[src/sv/chs_pkg.sv]
// Shared types and constants for the chained hash set.
// Used by the channel interfaces and every module of the block; no dependencies.
package chs_pkg;

    localparam int BUCKETS  = 16;
    localparam int SLOTS    = 8;
    localparam int KEY_W    = 31;
    localparam int BUCKET_W = $clog2(BUCKETS);
    localparam int FILL_W   = $clog2(SLOTS + 1);
    localparam int QUEUE_DEPTH = 2;
    localparam int QPTR_W   = $clog2(QUEUE_DEPTH);
    localparam int QCNT_W   = $clog2(QUEUE_DEPTH + 1);

    typedef enum logic
    {
        CMD_INSERT = 1'b0,
        CMD_SEARCH = 1'b1
    } cmd_t;

    typedef enum logic [1:0]
    {
        ST_INSERTED = 2'd0,
        ST_FULL     = 2'd1,
        ST_FOUND    = 2'd2,
        ST_MISSING  = 2'd3
    } status_t;

    typedef enum logic
    {
        BK_IDLE,
        BK_EXEC
    } back_state_t;

    typedef logic [SLOTS-1:0][KEY_W-1:0] row_t;

    // one classified item waiting for the back end
    typedef struct packed
    {
        cmd_t                cmd;
        logic [KEY_W-1:0]    key;
        logic [BUCKET_W-1:0] bucket;
    } q_entry_t;

    typedef struct packed
    {
        logic     valid;
        q_entry_t entry;
    } q_head_t;

endpackage

[src/sv/chs_in_if.sv]
// Request channel of the chained hash set: command and key.
// Depends on chs_pkg for the key width.
interface chs_in_if;
    logic                    valid;
    logic                    ready;
    logic                    cmd;
    logic [chs_pkg::KEY_W-1:0] key;

    modport source (output valid, output cmd, output key, input ready);
    modport sink   (input valid, input cmd, input key, output ready);
endinterface

[src/sv/chs_front.sv]
// Front end: accepts request items, computes the bucket and queues them.
// Depends on chs_pkg and chs_in_if.
module chs_front
(
    input  logic              clk,
    input  logic              rst_n,
    chs_in_if.sink            req,
    output chs_pkg::q_head_t  head,
    input  logic              pop
);

    chs_pkg::q_entry_t                 queue_reg [chs_pkg::QUEUE_DEPTH];
    logic [chs_pkg::QPTR_W-1:0]        wr_ptr_reg;
    logic [chs_pkg::QPTR_W-1:0]        wr_ptr_next;
    logic [chs_pkg::QPTR_W-1:0]        rd_ptr_reg;
    logic [chs_pkg::QPTR_W-1:0]        rd_ptr_next;
    logic [chs_pkg::QCNT_W-1:0]        count_reg;
    logic [chs_pkg::QCNT_W-1:0]        count_next;
    logic                              push;
    logic                              do_pop;
    chs_pkg::q_entry_t                 new_entry;

    assign req.ready = (count_reg != chs_pkg::QCNT_W'(chs_pkg::QUEUE_DEPTH));
    assign push      = req.valid && req.ready;
    assign do_pop    = pop && (count_reg != '0);

    always_comb
    begin
        new_entry.cmd    = chs_pkg::cmd_t'(req.cmd);
        new_entry.key    = req.key;
        new_entry.bucket = chs_pkg::BUCKET_W'(req.key % chs_pkg::BUCKETS);
    end

    always_comb
    begin
        wr_ptr_next = push ? wr_ptr_reg + 1'b1 : wr_ptr_reg;
        rd_ptr_next = do_pop ? rd_ptr_reg + 1'b1 : rd_ptr_reg;
        count_next  = count_reg;
        if (push && !do_pop)
        begin
            count_next = count_reg + 1'b1;
        end
        else if (do_pop && !push)
        begin
            count_next = count_reg - 1'b1;
        end
    end

    always_ff @(posedge clk or negedge rst_n)
    begin
        if (!rst_n)
        begin
            wr_ptr_reg <= '0;
            rd_ptr_reg <= '0;
            count_reg  <= '0;
        end
        else
        begin
            wr_ptr_reg <= wr_ptr_next;
            rd_ptr_reg <= rd_ptr_next;
            count_reg  <= count_next;
        end
    end

    always_ff @(posedge clk)
    begin
        if (push)
        begin
            queue_reg[wr_ptr_reg] <= new_entry;
        end
    end

    assign head.valid = (count_reg != '0);
    assign head.entry = queue_reg[rd_ptr_reg];

    queue_no_overflow: assert property (@(posedge clk) disable iff (!rst_n)
        count_reg <= chs_pkg::QCNT_W'(chs_pkg::QUEUE_DEPTH))
        else $error("item queue count beyond depth");

    queue_count_tracks: assert property (@(posedge clk) disable iff (!rst_n)
        (push && !do_pop) |=> (count_reg == $past(count_reg) + 1'b1))
        else $error("item queue count lost a push");

    queue_empty_no_pop: assert property (@(posedge clk) disable iff (!rst_n)
        (count_reg == '0 && !push) |=> (count_reg == '0))
        else $error("item queue count moved while empty");

endmodule

[src/flat_wrapper.sv]
// flat-port wrapper written by rule: the top's interface ports become plain ports
module chs_front_flat 
  (clk, rst_n, head, pop, req_valid, req_cmd, req_key, req_ready);
  chs_in_if req_i ();
  input  logic clk;
  input  logic rst_n;
  output chs_pkg::q_head_t head;
  input  logic pop;
  input wire logic [$bits(req_i.valid)-1:0] req_valid;
  input wire logic [$bits(req_i.cmd)-1:0] req_cmd;
  input wire logic [$bits(req_i.key)-1:0] req_key;
  output wire logic [$bits(req_i.ready)-1:0] req_ready;
  assign req_i.valid = req_valid;
  assign req_i.cmd = req_cmd;
  assign req_i.key = req_key;
  assign req_ready = req_i.ready;
  chs_front u_core (.clk(clk), .rst_n(rst_n), .req(req_i), .head(head), .pop(pop));
endmodule
[config.mk]
export PLATFORM = sky130hd
export DESIGN_NAME = chs_front_flat
export DESIGN_NICKNAME = d
export VERILOG_FILES = /design/src/sv/chs_pkg.sv /design/src/sv/chs_in_if.sv /design/src/sv/chs_front.sv /design/src/flat_wrapper.sv
export SDC_FILE = /design/constraint.sdc
export NUM_CORES = 1
export LEC_CHECK = 0
export BUFFER_PORTS_ARGS = -buffer_cell sky130_fd_sc_hd__buf_2
export CORE_MARGIN = 3
export CORE_UTILIZATION = 51
export DETAILED_ROUTE_END_ITERATION = 8
export GPL_TIMING_DRIVEN = 0
export PLACE_DENSITY = 0.84
export REMOVE_ABC_BUFFERS = 1
export SLEW_MARGIN = 0
export SYNTH_ARGS = -nofsm -noshare
export SYNTH_HDL_FRONTEND = slang
export SYNTH_SLANG_ARGS = --single-unit
[constraint.sdc]
create_clock -name clk -period 3.2 [get_ports clk]
set_input_delay 0.16 -clock clk [delete_from_list [all_inputs] [get_ports clk]]
set_output_delay 0.16 -clock clk [all_outputs]
set_load 0.005 [all_outputs]
-- Word level (Yosys, flattened, before mapping)
Memory sizes are Yosys's and may differ from the RTL's.
Cells that the tools add are included.
- memories kept: 1
- bits in registers: 4
- logic and storage cells: 21
- RAM bits: 72
- input port bits: 36
- output and inout bits: 38
- eq/ne operators: 1
- add/sub/neg operators: 4
- muxes and demuxes: 4
- reduce and logical (&&, ||, !) cells: 8
- memory list (name ; words ; bits a word ; read ports ; clocked after memory_dff ; wr ports ; RTL line ; source):
    u_core.queue_reg ; 2 ; 36 ; 1 ; 0 ; 1 ; chs_front.sv:12 ; chs_pkg::q_entry_t queue_reg [chs_pkg::QUEUE_DEPTH];
- operators by type and width (operator ; count):
    logical AND 1 bit ; 4
    2-to-1 mux 2 bit ; 2
    nonzero test 2 bit ; 2
    adder 1 bit, second input constant ; 2
    adder 2 x 1 -> 2 bit, second input constant ; 1
    logical NOT 1 bit ; 2
    2-to-1 mux 1 bit ; 2
    inequality test 2 bit, second input constant ; 1
    subtractor 2 x 1 -> 2 bit, second input constant ; 1

-- Logic depth before layout (Yosys ltp)
- word-level depth: 6
- mapped depth: 7
- mapped depth without buffers: 7

-- Worst setup path after synthesis
OpenSTA, ideal clock, no wires.
- path type: register to register
- start: reg u_core.count_reg[0] (netlist name)
- end: mem u_core.queue_reg[0][10] (netlist name) (enable)
- setup time: 421 ps
- stages on the path, launching flop included: 4
- arrival: 2004 ps
- buffers on the path: 0
- setup slack: 775 ps
- period minus slack after synthesis: 2425 ps
- required time: 2779 ps
- path through: dfrtp_1 nand2b_1 nand2_1 nor2_1
- longest elaborated chain between the ends: 4
- RTL lines (what ; RTL line ; source):
    start, declared ; chs_front.sv:17 ; logic [chs_pkg::QCNT_W-1:0] count_reg;
    start signal, assigned ; chs_front.sv:61 ; count_reg <= count_next;
    inequality test 2 bit ; chs_front.sv:23 ; assign req.ready = (count_reg != chs_pkg::QCNT_W'(chs_pkg::QUEUE_DEPTH));
    net req_ready ; flat_wrapper.sv:12 ; output wire logic [$bits(req_i.ready)-1:0] req_ready;
    logical AND 1 bit ; chs_front.sv:24 ; assign push = req.valid && req.ready;
    2-to-1 mux 1 bit ; chs_front.sv:67 ; if (push)
    2-to-1 mux 1 bit (not written as such) ; chs_front.sv:69 ; queue_reg[wr_ptr_reg] <= new_entry;
    end, declared ; chs_front.sv:12 ;
The timed path passes the listed nets, and every way through them passes these cells.

==> results.cfg <==
[finish]
final_common_cell = buf_2
post-route-util = 0.6943
nFillCells = 331
design_area_um2 = 3410
antennaDiodeCount = 0
layout-drive-gt1-share = 0.5591
final_cell_mix = 73 x buf_2, 64 x edfxtp_1, 29 x mux2_4, 16 x dlygate4sd3_1, 9 x clkbuf_8
area_growth_pct = 26.80
largest_reg_flops = 64
nets = 252
instances_no_fill = 287

[synth]
yosysSeqAreaShare = 0.7520
synth_top_cell_by_area = edfxtp_1
synth_edf_count = 64
ys_ff_latch = 68
synthFlopType = edfxtp_1
synth_top_area_frac = 0.7148
async_reset_ff_frac = 0.05882
yosys.cell_types.count = 17
yosys_warnings = 0
syn_area_um2 = 2689
syn_area_per_cell_um2 = 22.04
syn-instance-count = 122
synth_area_leaders = edfxtp_1 71%, mux2_4 16%, dfrtp_1 3.7%

[min_path]
hold_path.class = primary input to flip-flop

[clocking]
clockRootBuffer = clkbuf_8
h-tree-depth = 3
cts_setup_buffers = 0
cts_made_buffers = 9
holdBufCountCts = 15
ctsLongestPathBuffers = 2
clkLatencyLatePin_ns = 0.33
post_cts_resize_count = 0
path_clk_slew_ns = 0.07
tritoncts = done
cts_sinks = 68

[floorplan]
start_util = 0.5475
die_h_um = 78.61
die_w_um = 78.61
io_pins = 74
die_area_um2 = 6180
coreArea_um2 = 4911
rows = 25

[grt]
grt-busiest-layer = met2
use_met2 = 0.2649
gr-usage-all-layers = 0.1553
grt_pass1_wl_mm = 6.955
grt_pass1_vias = 1470
antenna_found_initial = 0
grt_max_degree = 33
use_met3 = 0.04472
grt-ovfl-total = 0
use_met1 = 0.1656

[outcome]
status = completed

[place]
place_area_um2 = 3067
placedCellCount = 255
gp_congestion = 0.6837
place_ws_ns = 1.346
io_buffer_count = 73

[timing]
hold_ws_ns = 0.01276
maxSlewViolCount = 0
fmax_ghz = 0.5157
timing.final.ws_setup_ns = 1.261
fin_crit_sh = 0.6059
setup_violations = 0
tightest_slew_ns = 0.9400
rsz0062_at_grt = no
skew_ns = 0.005353
tns_ns = 0
period_needed_ns = 1.939
relSlewSlack = 0.3719
hold_viol = 0

[critical_path]
worstPathRequired_ns = 3.04
path_class = flip-flop to output pin
startpoint = u_core.rd_ptr_reg
reg2reg_slack_ns = 1.37
critPathArrivalTime_ns = 1.78
reg2regPathDepth = 3
endpoint_kind = output pin
worst-path-max-fanout = 18
worstSetupEndpoint = head[4]
r2r-end = u_core.queue_reg[0][25]
timing.rr.start = u_core.count_reg[0]
crit_path_start_kind = flip-flop

[routing]
vias_per_cell = 4.798
drt-total-wl_mm = 4.387
drt_iter0_markers = 60
drcViolationCount = 0
wire_per_inst_um = 15.29
postRouteAntennaNets = 0
dr.pass1.iters = 4
num_vias = 1377

[power]
power_density_nw_per_um2 = 851.4
total_power_mw = 2.903
power.leakage_nw = 1.393
peakVddDrop_v = 0.001020

[run]
max_cap_violations = 0
## how the worst min path moves through the flow
| stage | slack, ns | cells past startpoint | end | from |
|---|---|---|---|---|
| 3_5_place_dp | -0.03 | 1 | u_core.wr_ptr_reg | rst_n |
| 3_3_place_gp | -0.03 | 1 | u_core.wr_ptr_reg | rst_n |
| 2_1_floorplan | -0.14 | 0 | u_core.count_reg[0] | rst_n |
| 5_1_grt | 0.003 | 1 | u_core.queue_reg[0][19] | req_key[15] |
| 6_report | 0.01 | 1 | u_core.queue_reg[0][19] | req_key[15] |
| 4_1_cts | 0.0006 | 1 | u_core.queue_reg[1][30] | req_key[26] |
## synthesized netlist by cell type, types with 2 or more instances
cell type,n
edfxtp_1,64
mux2_4,29
buf_4,4
dfrtp_1,4
buf_12,3
mux2_2,3
xnor2_1,3
nor2_1,2
xor2_1,2
## layout make-up
cell class                 instances  area, µm²  area share
clock buffer                      10      127.6     0.03743
clock inverter                     6      55.05     0.01615
inverter                           1      3.754    0.001101
multi-input combinational         45      570.5      0.1673
sequential                        68       2023      0.5934
tap                               67      83.83     0.02459
timing repair buffer              90      545.5      0.1600
## logic make-up after synthesis
family	share of synthesized area
muxes	0.1745
buffers and inverters	0.03909
xor gates and xnor gates	0.01629
DFF	0.7520
and+or+nand+nor	0.01350
adders and majority gates	0.004653
## layer usage
layer / part of all wire / wire (µm)
met5: 0 / 0
met4: 0.040 / 177
met3: 0.062 / 271
met2: 0.50 / 2202
met1: 0.40 / 1735
## power breakdown
part           internal (mW)  total, mW  leakage (nW)  switching [mW]
logic                  0.530      0.905         0.662           0.376
clock network          0.352      0.652        0.0911           0.300
registers               1.23       1.35         0.640           0.120
## critical path, stage by stage (launching register included)
cell and delay (ns):
dfrtp_2 0.70, buf_12 0.26, mux2_2 0.36, buf_2 0.13
Note: power is estimated with default switching activity, not from simulation.
