==> config.mk <==
export PLATFORM = sky130hd
export DESIGN_NAME = chs_back_flat
export DESIGN_NICKNAME = d
export VERILOG_FILES = /design/src/sv/chs_pkg.sv /design/src/sv/chs_out_if.sv /design/src/sv/chs_back.sv /design/src/flat_wrapper.sv
export SDC_FILE = /design/constraint.sdc
export NUM_CORES = 2
export LEC_CHECK = 0
export BUFFER_PORTS_ARGS = -buffer_cell sky130_fd_sc_hd__clkbuf_2
export CAP_MARGIN = 25
export CORE_MARGIN = 5
export CORE_UTILIZATION = 45
export DETAILED_ROUTE_END_ITERATION = 6
export PLACE_DENSITY = 0.57
export SYNTH_ARGS = -nofsm -noshare
export SYNTH_HDL_FRONTEND = slang
export SYNTH_SLANG_ARGS = --single-unit
==> constraint.sdc <==
create_clock -name clk -period 65.1 [get_ports clk]
set_input_delay 3.255 -clock clk [delete_from_list [all_inputs] [get_ports clk]]
set_output_delay 3.255 -clock clk [all_outputs]
set_load 0.02 [all_outputs]
==> src/sv/chs_pkg.sv <==
// Shared types and constants for the chained hash set.
// Used by the channel interfaces and every module of the block; no dependencies.
package chs_pkg;

    localparam int BUCKETS  = 16;
    localparam int SLOTS    = 8;
    localparam int KEY_W    = 31;
    localparam int BUCKET_W = $clog2(BUCKETS);
    localparam int FILL_W   = $clog2(SLOTS + 1);
    localparam int QUEUE_DEPTH = 2;
    localparam int QPTR_W   = $clog2(QUEUE_DEPTH);
    localparam int QCNT_W   = $clog2(QUEUE_DEPTH + 1);

    typedef enum logic
    {
        CMD_INSERT = 1'b0,
        CMD_SEARCH = 1'b1
    } cmd_t;

    typedef enum logic [1:0]
    {
        ST_INSERTED = 2'd0,
        ST_FULL     = 2'd1,
        ST_FOUND    = 2'd2,
        ST_MISSING  = 2'd3
    } status_t;

    typedef enum logic
    {
        BK_IDLE,
        BK_EXEC
    } back_state_t;

    typedef logic [SLOTS-1:0][KEY_W-1:0] row_t;

    // one classified item waiting for the back end
    typedef struct packed
    {
        cmd_t                cmd;
        logic [KEY_W-1:0]    key;
        logic [BUCKET_W-1:0] bucket;
    } q_entry_t;

    typedef struct packed
    {
        logic     valid;
        q_entry_t entry;
    } q_head_t;

endpackage

==> src/sv/chs_out_if.sv <==
// Response channel of the chained hash set: status and matching key.
// Depends on chs_pkg for the key width.
interface chs_out_if;
    logic                    valid;
    logic                    ready;
    logic [1:0]              status;
    logic [chs_pkg::KEY_W-1:0] found_key;

    modport source (output valid, output status, output found_key, input ready);
    modport sink   (input valid, input status, input found_key, output ready);
endinterface

==> src/sv/chs_back.sv <==
// Back end: reads a bucket row, compares and shifts it, writes it back and
// registers the response. Depends on chs_pkg and chs_out_if.
module chs_back
(
    input  logic              clk,
    input  logic              rst_n,
    input  chs_pkg::q_head_t  head,
    output logic              pop,
    chs_out_if.source         rsp
);

    chs_pkg::row_t                row_mem [chs_pkg::BUCKETS];
    chs_pkg::row_t                row_q;
    logic [chs_pkg::FILL_W-1:0]   fill_reg [chs_pkg::BUCKETS];
    chs_pkg::back_state_t         state_reg;
    chs_pkg::back_state_t         state_next;
    chs_pkg::q_entry_t            cur_reg;
    logic [chs_pkg::FILL_W-1:0]   fill_cur_reg;
    logic                         out_valid_reg;
    chs_pkg::status_t             status_reg;
    logic [chs_pkg::KEY_W-1:0]    found_key_reg;

    logic                         load_out;
    logic                         wr_en;
    logic [chs_pkg::SLOTS-1:0]    lt_vec;
    logic [chs_pkg::SLOTS-1:0]    eq_vec;
    logic [chs_pkg::FILL_W-1:0]   ins_pos;
    logic                         is_full;
    chs_pkg::row_t                new_row;
    chs_pkg::status_t             status_new;
    logic [chs_pkg::KEY_W-1:0]    found_key_new;

    // compare the stored row against the key; only filled slots take part
    always_comb
    begin
        for (int i = 0; i < chs_pkg::SLOTS; i++)
        begin
            lt_vec[i] = (chs_pkg::FILL_W'(i) < fill_cur_reg) && (row_q[i] < cur_reg.key);
            eq_vec[i] = (chs_pkg::FILL_W'(i) < fill_cur_reg) && (row_q[i] == cur_reg.key);
        end
        // sorted row: smaller keys form a prefix, so the count is the slot
        ins_pos = chs_pkg::FILL_W'($countones(lt_vec));
        is_full = (fill_cur_reg >= chs_pkg::FILL_W'(chs_pkg::SLOTS));
        new_row[0] = (ins_pos == '0) ? cur_reg.key : row_q[0];
        for (int i = 1; i < chs_pkg::SLOTS; i++)
        begin
            if (chs_pkg::FILL_W'(i) < ins_pos)
            begin
                new_row[i] = row_q[i];
            end
            else if (chs_pkg::FILL_W'(i) == ins_pos)
            begin
                new_row[i] = cur_reg.key;
            end
            else
            begin
                new_row[i] = row_q[i-1];
            end
        end
    end

    always_comb
    begin
        found_key_new = '0;
        if (cur_reg.cmd == chs_pkg::CMD_INSERT)
        begin
            status_new = is_full ? chs_pkg::ST_FULL : chs_pkg::ST_INSERTED;
        end
        else if (eq_vec != '0)
        begin
            status_new    = chs_pkg::ST_FOUND;
            found_key_new = cur_reg.key;
        end
        else
        begin
            status_new = chs_pkg::ST_MISSING;
        end
    end

    always_comb
    begin
        state_next = state_reg;
        pop        = 1'b0;
        load_out   = 1'b0;
        wr_en      = 1'b0;
        case (state_reg)
            chs_pkg::BK_IDLE:
            begin
                if (head.valid)
                begin
                    pop        = 1'b1;
                    state_next = chs_pkg::BK_EXEC;
                end
            end
            chs_pkg::BK_EXEC:
            begin
                // hold here while the previous response is still unread
                if (!out_valid_reg || rsp.ready)
                begin
                    load_out   = 1'b1;
                    wr_en      = (cur_reg.cmd == chs_pkg::CMD_INSERT) && !is_full;
                    state_next = chs_pkg::BK_IDLE;
                end
            end
            default:
            begin
                state_next = chs_pkg::BK_IDLE;
            end
        endcase
    end

    always_ff @(posedge clk or negedge rst_n)
    begin
        if (!rst_n)
        begin
            state_reg <= chs_pkg::BK_IDLE;
        end
        else
        begin
            state_reg <= state_next;
        end
    end

    always_ff @(posedge clk or negedge rst_n)
    begin
        if (!rst_n)
        begin
            for (int b = 0; b < chs_pkg::BUCKETS; b++)
            begin
                fill_reg[b] <= '0;
            end
        end
        else if (wr_en)
        begin
            fill_reg[cur_reg.bucket] <= fill_cur_reg + 1'b1;
        end
    end

    always_ff @(posedge clk)
    begin
        if (pop)
        begin
            row_q <= row_mem[head.entry.bucket];
        end
        if (wr_en)
        begin
            row_mem[cur_reg.bucket] <= new_row;
        end
    end

    always_ff @(posedge clk)
    begin
        if (pop)
        begin
            cur_reg      <= head.entry;
            fill_cur_reg <= fill_reg[head.entry.bucket];
        end
        if (load_out)
        begin
            status_reg    <= status_new;
            found_key_reg <= found_key_new;
        end
    end

    always_ff @(posedge clk or negedge rst_n)
    begin
        if (!rst_n)
        begin
            out_valid_reg <= 1'b0;
        end
        else if (load_out)
        begin
            out_valid_reg <= 1'b1;
        end
        else if (rsp.ready)
        begin
            out_valid_reg <= 1'b0;
        end
    end

    assign rsp.valid     = out_valid_reg;
    assign rsp.status    = status_reg;
    assign rsp.found_key = found_key_reg;

    fill_in_range: assert property (@(posedge clk) disable iff (!rst_n)
        (state_reg == chs_pkg::BK_EXEC) |-> (fill_cur_reg <= chs_pkg::FILL_W'(chs_pkg::SLOTS)))
        else $error("bucket fill beyond slot count");

    key_zero_unless_found: assert property (@(posedge clk) disable iff (!rst_n)
        (rsp.valid && rsp.status != chs_pkg::ST_FOUND) |-> (rsp.found_key == '0))
        else $error("found_key set on a non-found response");

    exec_retires: assert property (@(posedge clk) disable iff (!rst_n)
        (state_reg == chs_pkg::BK_EXEC && (!out_valid_reg || rsp.ready))
        |=> (out_valid_reg && state_reg == chs_pkg::BK_IDLE))
        else $error("executed item did not reach the response register");

    no_pop_in_exec: assert property (@(posedge clk) disable iff (!rst_n)
        (state_reg == chs_pkg::BK_EXEC) |-> !pop)
        else $error("queue popped while an item is in execution");

endmodule

==> src/flat_wrapper.sv <==
// flat-port wrapper written by rule: the top's interface ports become plain ports
module chs_back_flat 
  (clk, rst_n, head, pop, rsp_valid, rsp_status, rsp_found_key, rsp_ready);
  chs_out_if rsp_i ();
  input  logic clk;
  input  logic rst_n;
  input  chs_pkg::q_head_t head;
  output logic pop;
  output wire logic [$bits(rsp_i.valid)-1:0] rsp_valid;
  output wire logic [$bits(rsp_i.status)-1:0] rsp_status;
  output wire logic [$bits(rsp_i.found_key)-1:0] rsp_found_key;
  input wire logic [$bits(rsp_i.ready)-1:0] rsp_ready;
  assign rsp_valid = rsp_i.valid;
  assign rsp_status = rsp_i.status;
  assign rsp_found_key = rsp_i.found_key;
  assign rsp_i.ready = rsp_ready;
  chs_back u_core (.clk(clk), .rst_n(rst_n), .head(head), .pop(pop), .rsp(rsp_i));
endmodule
Word-level counts from Yosys, hierarchy flattened
Memories as Yosys holds them, arrays and structs flattened. A register that Yosys moved wholly into a read port is not among the register bits.
Index checks and enable logic that the tools add are counted.

operators by class
  $add $sub $neg = 8
  multiply operators = 0
  divide/modulo/power cells = 0
  $lt $le $gt $ge = 27
  equal/unequal tests = 15
  shifts and indexed selects = 0
  multiplexer cells = 36
  bitwise gates (word level) = 4
  reduce and logical (&&, ||, !) cells = 25

operators with widths
  cell                                                 count
  2-to-1 mux 31 bit                                    15
  equality test 31 bit                                 8
  < comparator 31 bit                                  8
  bitwise mux 64 bit                                   1
  < comparator 3 x 4 -> 1 bit (first input constant)   8
  logical AND 1 bit                                    18
  binary-select mux 4 bit (select 4 bit)               1
  demux 4 bit (select 4 bit)                           1
  equality test 3 x 4 -> 1 bit (first input constant)  4
  < comparator 2 x 4 -> 1 bit (first input constant)   4
  2-to-1 mux 1 bit                                     13
  adder 4 bit                                          3
  < comparator 1 x 4 -> 1 bit (first input constant)   3
  2-to-1 mux 4 bit                                     3
  >= comparator 5 bit (second input constant)          2
  inverter 4 -> 5 bit                                  2
  adder 1 x 1 -> 2 bit                                 4
  equality test 2 x 4 -> 1 bit (first input constant)  2
  nonzero test 8 bit                                   1
  < comparator 5 x 1 -> 1 bit (second input constant)  1
  adder 4 x 1 -> 4 bit (second input constant)         1
  equality test 1 x 4 -> 1 bit (first input constant)  1
  >= comparator 4 bit (second input constant)          1
  zero test 4 bit                                      1
  other kinds (7)                                      9

storage, ports and cells
  register bits after elaboration = 139
  bits in latches = 0
  memory bits (writable) = 3968
  bits in read-only memories = 0
  output and inout port bits = 35
  logic and storage cells = 140
  memories kept = 1

memory list
  name            depth  bits a word  read ports  clocked after Yosys merged registers in  write ports  RTL line        text
  u_core.row_mem  16     248          1           1                                        1            chs_back.sv:12  chs_pkg::row_t row_mem [chs_pkg::BUCKETS];

Logic depth before layout (Yosys ltp)
  depth in word-level cells = 8
  mapped depth = 21

Worst setup path before layout
OpenSTA, ideal clock, no wires.

  path type = input to register
  start = input rsp_ready
  end = register u_core.fill_reg[12] (netlist bit)
  library setup time = 0.154 ns
  arrival time = 23.439 ns
  required time = 64.946 ns
  path slack = 41.507 ns
  stages = 6
  path buffers = 1
  cell sequence = nand2b_1 -> and2_0 -> clkbuf_2 -> nand4_1 -> nor3_1 -> mux2_2

on the way
  cells in the longest elaborated chain, start to end = 3

ends and longest elaborated chain
  item                           RTL line            text
  start, declared                flat_wrapper.sv:12  input wire logic [$bits(rsp_i.ready)-1:0] rsp_ready;
  logical OR 1 bit               chs_back.sv:98      if (!out_valid_reg || rsp.ready)
  2-to-1 mux 1 bit               chs_back.sv:98
  2-to-1 mux 1 bit               chs_back.sv:86      case (state_reg)
  end signal, assigned by index  chs_back.sv:135     fill_reg[cur_reg.bucket] <= fill_cur_reg + 1'b1;
  end, declared                  chs_back.sv:14      logic [chs_pkg::FILL_W-1:0] fill_reg [chs_pkg::BUCKETS];

No other way between the ends.
A chain may end at the register's enable or synchronous reset.

==> results.tsv <==
stage	metric	value	unit
synthesis	async_reset_ff_share	1.52	%
sta	setup_viol	0	
sta	fin_setup_tns	0	ns
critical_path	arrival	9.82	ns
placed_design	place.gp.congestion	0.852	
clock_tree	htreeDepth	5	
sta	hold_ws	0.482	ns
worst_hold_path	hold_start	u_core.fill_reg[44]	
clock_tree	cts_tree	yes	
synthesis	synth_nets	7993	
clock_tree	clockBufferDepth	4	
cells_and_area	final_util	51.0	%
global_route	grt_pass1_wl	677000	um
cells_and_area	final_common_cell	edfxtp_1	
synthesis	ys_warn_count	0	
sta	drv_slew	0	
detailed_routing	drt_iter0_markers	10900	
critical_path	r2r-start	u_core.cur_reg[7]	
cells_and_area	drive_above_1_share	28.0	%
clock_tree	cts_root_buf	clkbuf_16	
cells_and_area	largest_reg_flops	3968	
floorplan	die-area	394000	sq um
cells_and_area	n_fill_cell	29800	
global_route	grt_usage	24.3	%
detailed_routing	ant_nets	0	
clock_tree	cts.sinks	4355	
global_route	antenna_found_initial	18	
synthesis	ys_seq_elements	4355	
floorplan	rows	227	
critical_path	crit_chain	inv_1 -> ha_1 -> nand4_1 -> a21oi_1 -> a2111oi_0 -> buf_1 -> o31ai_1 -> a21oi_1 -> ha_1 -> fa_1 -> fa_1 -> ha_2 -> fa_4 -> or3_4 -> nor2_4 -> buf_4 -> mux2_2	
floorplan	core_area	381000	sq um
placed_design	io_buffers	74	
sta	relSlewSlack	18.8	%
sta	tightest_slew	1.22	ns
detailed_routing	viasPerCell	6.25	
global_route	grt_overflow	0	
clock_tree	cts_buffers	446	
sta	clock_skew	0.105	ns
critical_path	cp_top_family	adder cells	
sta	rsz0062_at_grt	false	
critical_path	worstSetupPathType	reg2reg	
critical_path	r2r-end	u_core.row_mem[13][14]	
detailed_routing	wl_per_cell	35.5	um
critical_path	worstRegToRegCells	17	
critical_path	cp-startpoint	u_core.cur_reg[7]	
clock_tree	clk_pin_slew_worst_paths	0.06	ns
cells_and_area	seq_area	130000	sq um
worst_hold_path	min-delay-path-class	reg2reg	
global_route	grt_pass1_vias	85800	
critical_path	cp.required	65.77	ns
critical_path	cp-endpoint	u_core.row_mem[13][14]	
cells_and_area	multi_input_area	39500	sq um
placed_design	place_hpwl	263000	um
detailed_routing	drc_errors	6	
critical_path	cp.depth	17	
synthesis	yosysSeqAreaShare	75.9	%
critical_path	r2r_slack	55.95	ns
clock_tree	post-cts-setup-buffer-count	0	
floorplan	die_y	628	um
synthesis	synthCells	7693	
status	violations	design-rule violations	
status	status	complete, but fails checks	
global_route	grt_max_degree	103	
cells_and_area	nets	8440	
sta	min_period	9.15	ns
critical_path	slowest_stage	fa_4	
critical_path	path_max_fanout	69	
synthesis	synth_cell_type_count	59	
synthesis	synth_flop_cell	edfxtp_1	
clock_tree	cts_resized	0	
detailed_routing	dr.pass1.iters	7	
floorplan	pin_count	75	
floorplan	die_w	628	um
detailed_routing	vias	84800	
flow_run	cap_violations	0	
critical_path	startpoint_type	flop	
critical_path	crit_path_max_incr_delay	0.85	ns
clock_tree	clock_latency	1.01	ns
clock_tree	cts_hold_buf	0	
cells_and_area	syn2layout_area_growth	13.2	%
detailed_routing	drt-total-wl	481000	um
synthesis	avgSynthCellArea	22.3	sq um
cells_and_area	most-common-layout-cells	4289 x edfxtp_1, 1222 x mux4_2, 451 x clkbuf_16, 303 x buf_4	
synthesis	synth_area	172000	sq um
synthesis	synth_edf_count	4289	
sta	finalHoldViolCount	0	
critical_path	crit_buf_inv	3	
floorplan	start_util	45.0	%
sta	period_share	14.1	%
sta	max_freq	109	MHz
critical_path	crit_path_end_kind	flop	
==> worst min path at each step <==
| stage | to | cells after the start |
|---|---|---|
| finish | u_core.fill_reg[44] | 2 |
| global route | u_core.fill_reg[40] | 2 |
| CTS | u_core.fill_reg[44] | 2 |
| detailed placement | u_core.fill_reg[42] | 2 |
| global placement | u_core.fill_reg[42] | 2 |
| floorplan | u_core.fill_reg[36] | 2 |
==> kinds of logic (layout without fill, tap and decap cells) <==
family	count (synthesis)	after routing	synth area share [%]
AO/OA/AOI/OAI	615	615	2.16
XOR/XNOR	3	3	0.0153
adder cells (fa/ha/maj)	260	260	1.91
buffers and inverters	494	1312	1.20
flip-flops	4355	4355	75.9
multiplexers	1432	1432	17.3
other	0	14	0
AND/OR/NAND/NOR	534	534	1.48
==> Yosys cell counts, types with 39 or more instances <==
cell type,count,area [sq um]
a21o_1,46,345
o21ai_0,127,636
mux2i_1,131,1310
buf_1,57,214
edfxtp_1,4289,129000
dfrtp_1,66,1650
mux2_2,79,890
buf_2,123,616
nand2_1,170,638
inv_1,88,330
nor2b_1,55,344
nor2_1,139,522
o22ai_1,43,269
mux4_2,1222,27500
clkbuf_1,214,803
nand3_1,39,195
nand4_1,51,319
ha_1,256,3200
a21oi_1,255,1280
a211oi_1,50,375
==> cell type report <==
type | count | share of cell area [%]
inverter | 88 | 0.185
clock buffer | 534 | 5.97
tap | 5038 | 3.24
clock inverter | 285 | 1.52
multi-input combinational | 2844 | 20.3
timing repair buffer | 405 | 1.67
sequential | 4355 | 67.1
antenna | 14 | 0.0180
==> worst register-to-register path: cells and delay by family, from the launching register on <==
kind            cells  cell delay (ns)
simple gates        3             1.86
fa+ha+maj           6             2.79
compound gates      4             1.32
flops               1             0.82
buf+inv             3             1.45
mux                 1             0.59
==> layer usage <==
metal / vias up / global-route usage, % / wire, um
li1: 33600 / - / -
met1: 46800 / 35.7 / 202000
met2: 3562 / 38.2 / 228000
met3: 756 / 3.40 / 34700
met4: 10 / 7.64 / 16500
met5: - / 0 / 75
==> per-stage QoR <==
stage	worst slack [ns]	std cells	instance area (sq um)
3_3_place_gp	55.81	12700	179000
5_1_grt	55.89	13600	194000
3_5_place_dp	56.07	12700	179000
6_report	55.95	13600	194000
2_1_floorplan	41.51	7693	172000
4_1_cts	56.08	13500	194000
Power is left out: the tool's default activity adds up to more than one toggle a clock period on the data nets, which glitch-free logic cannot reach.
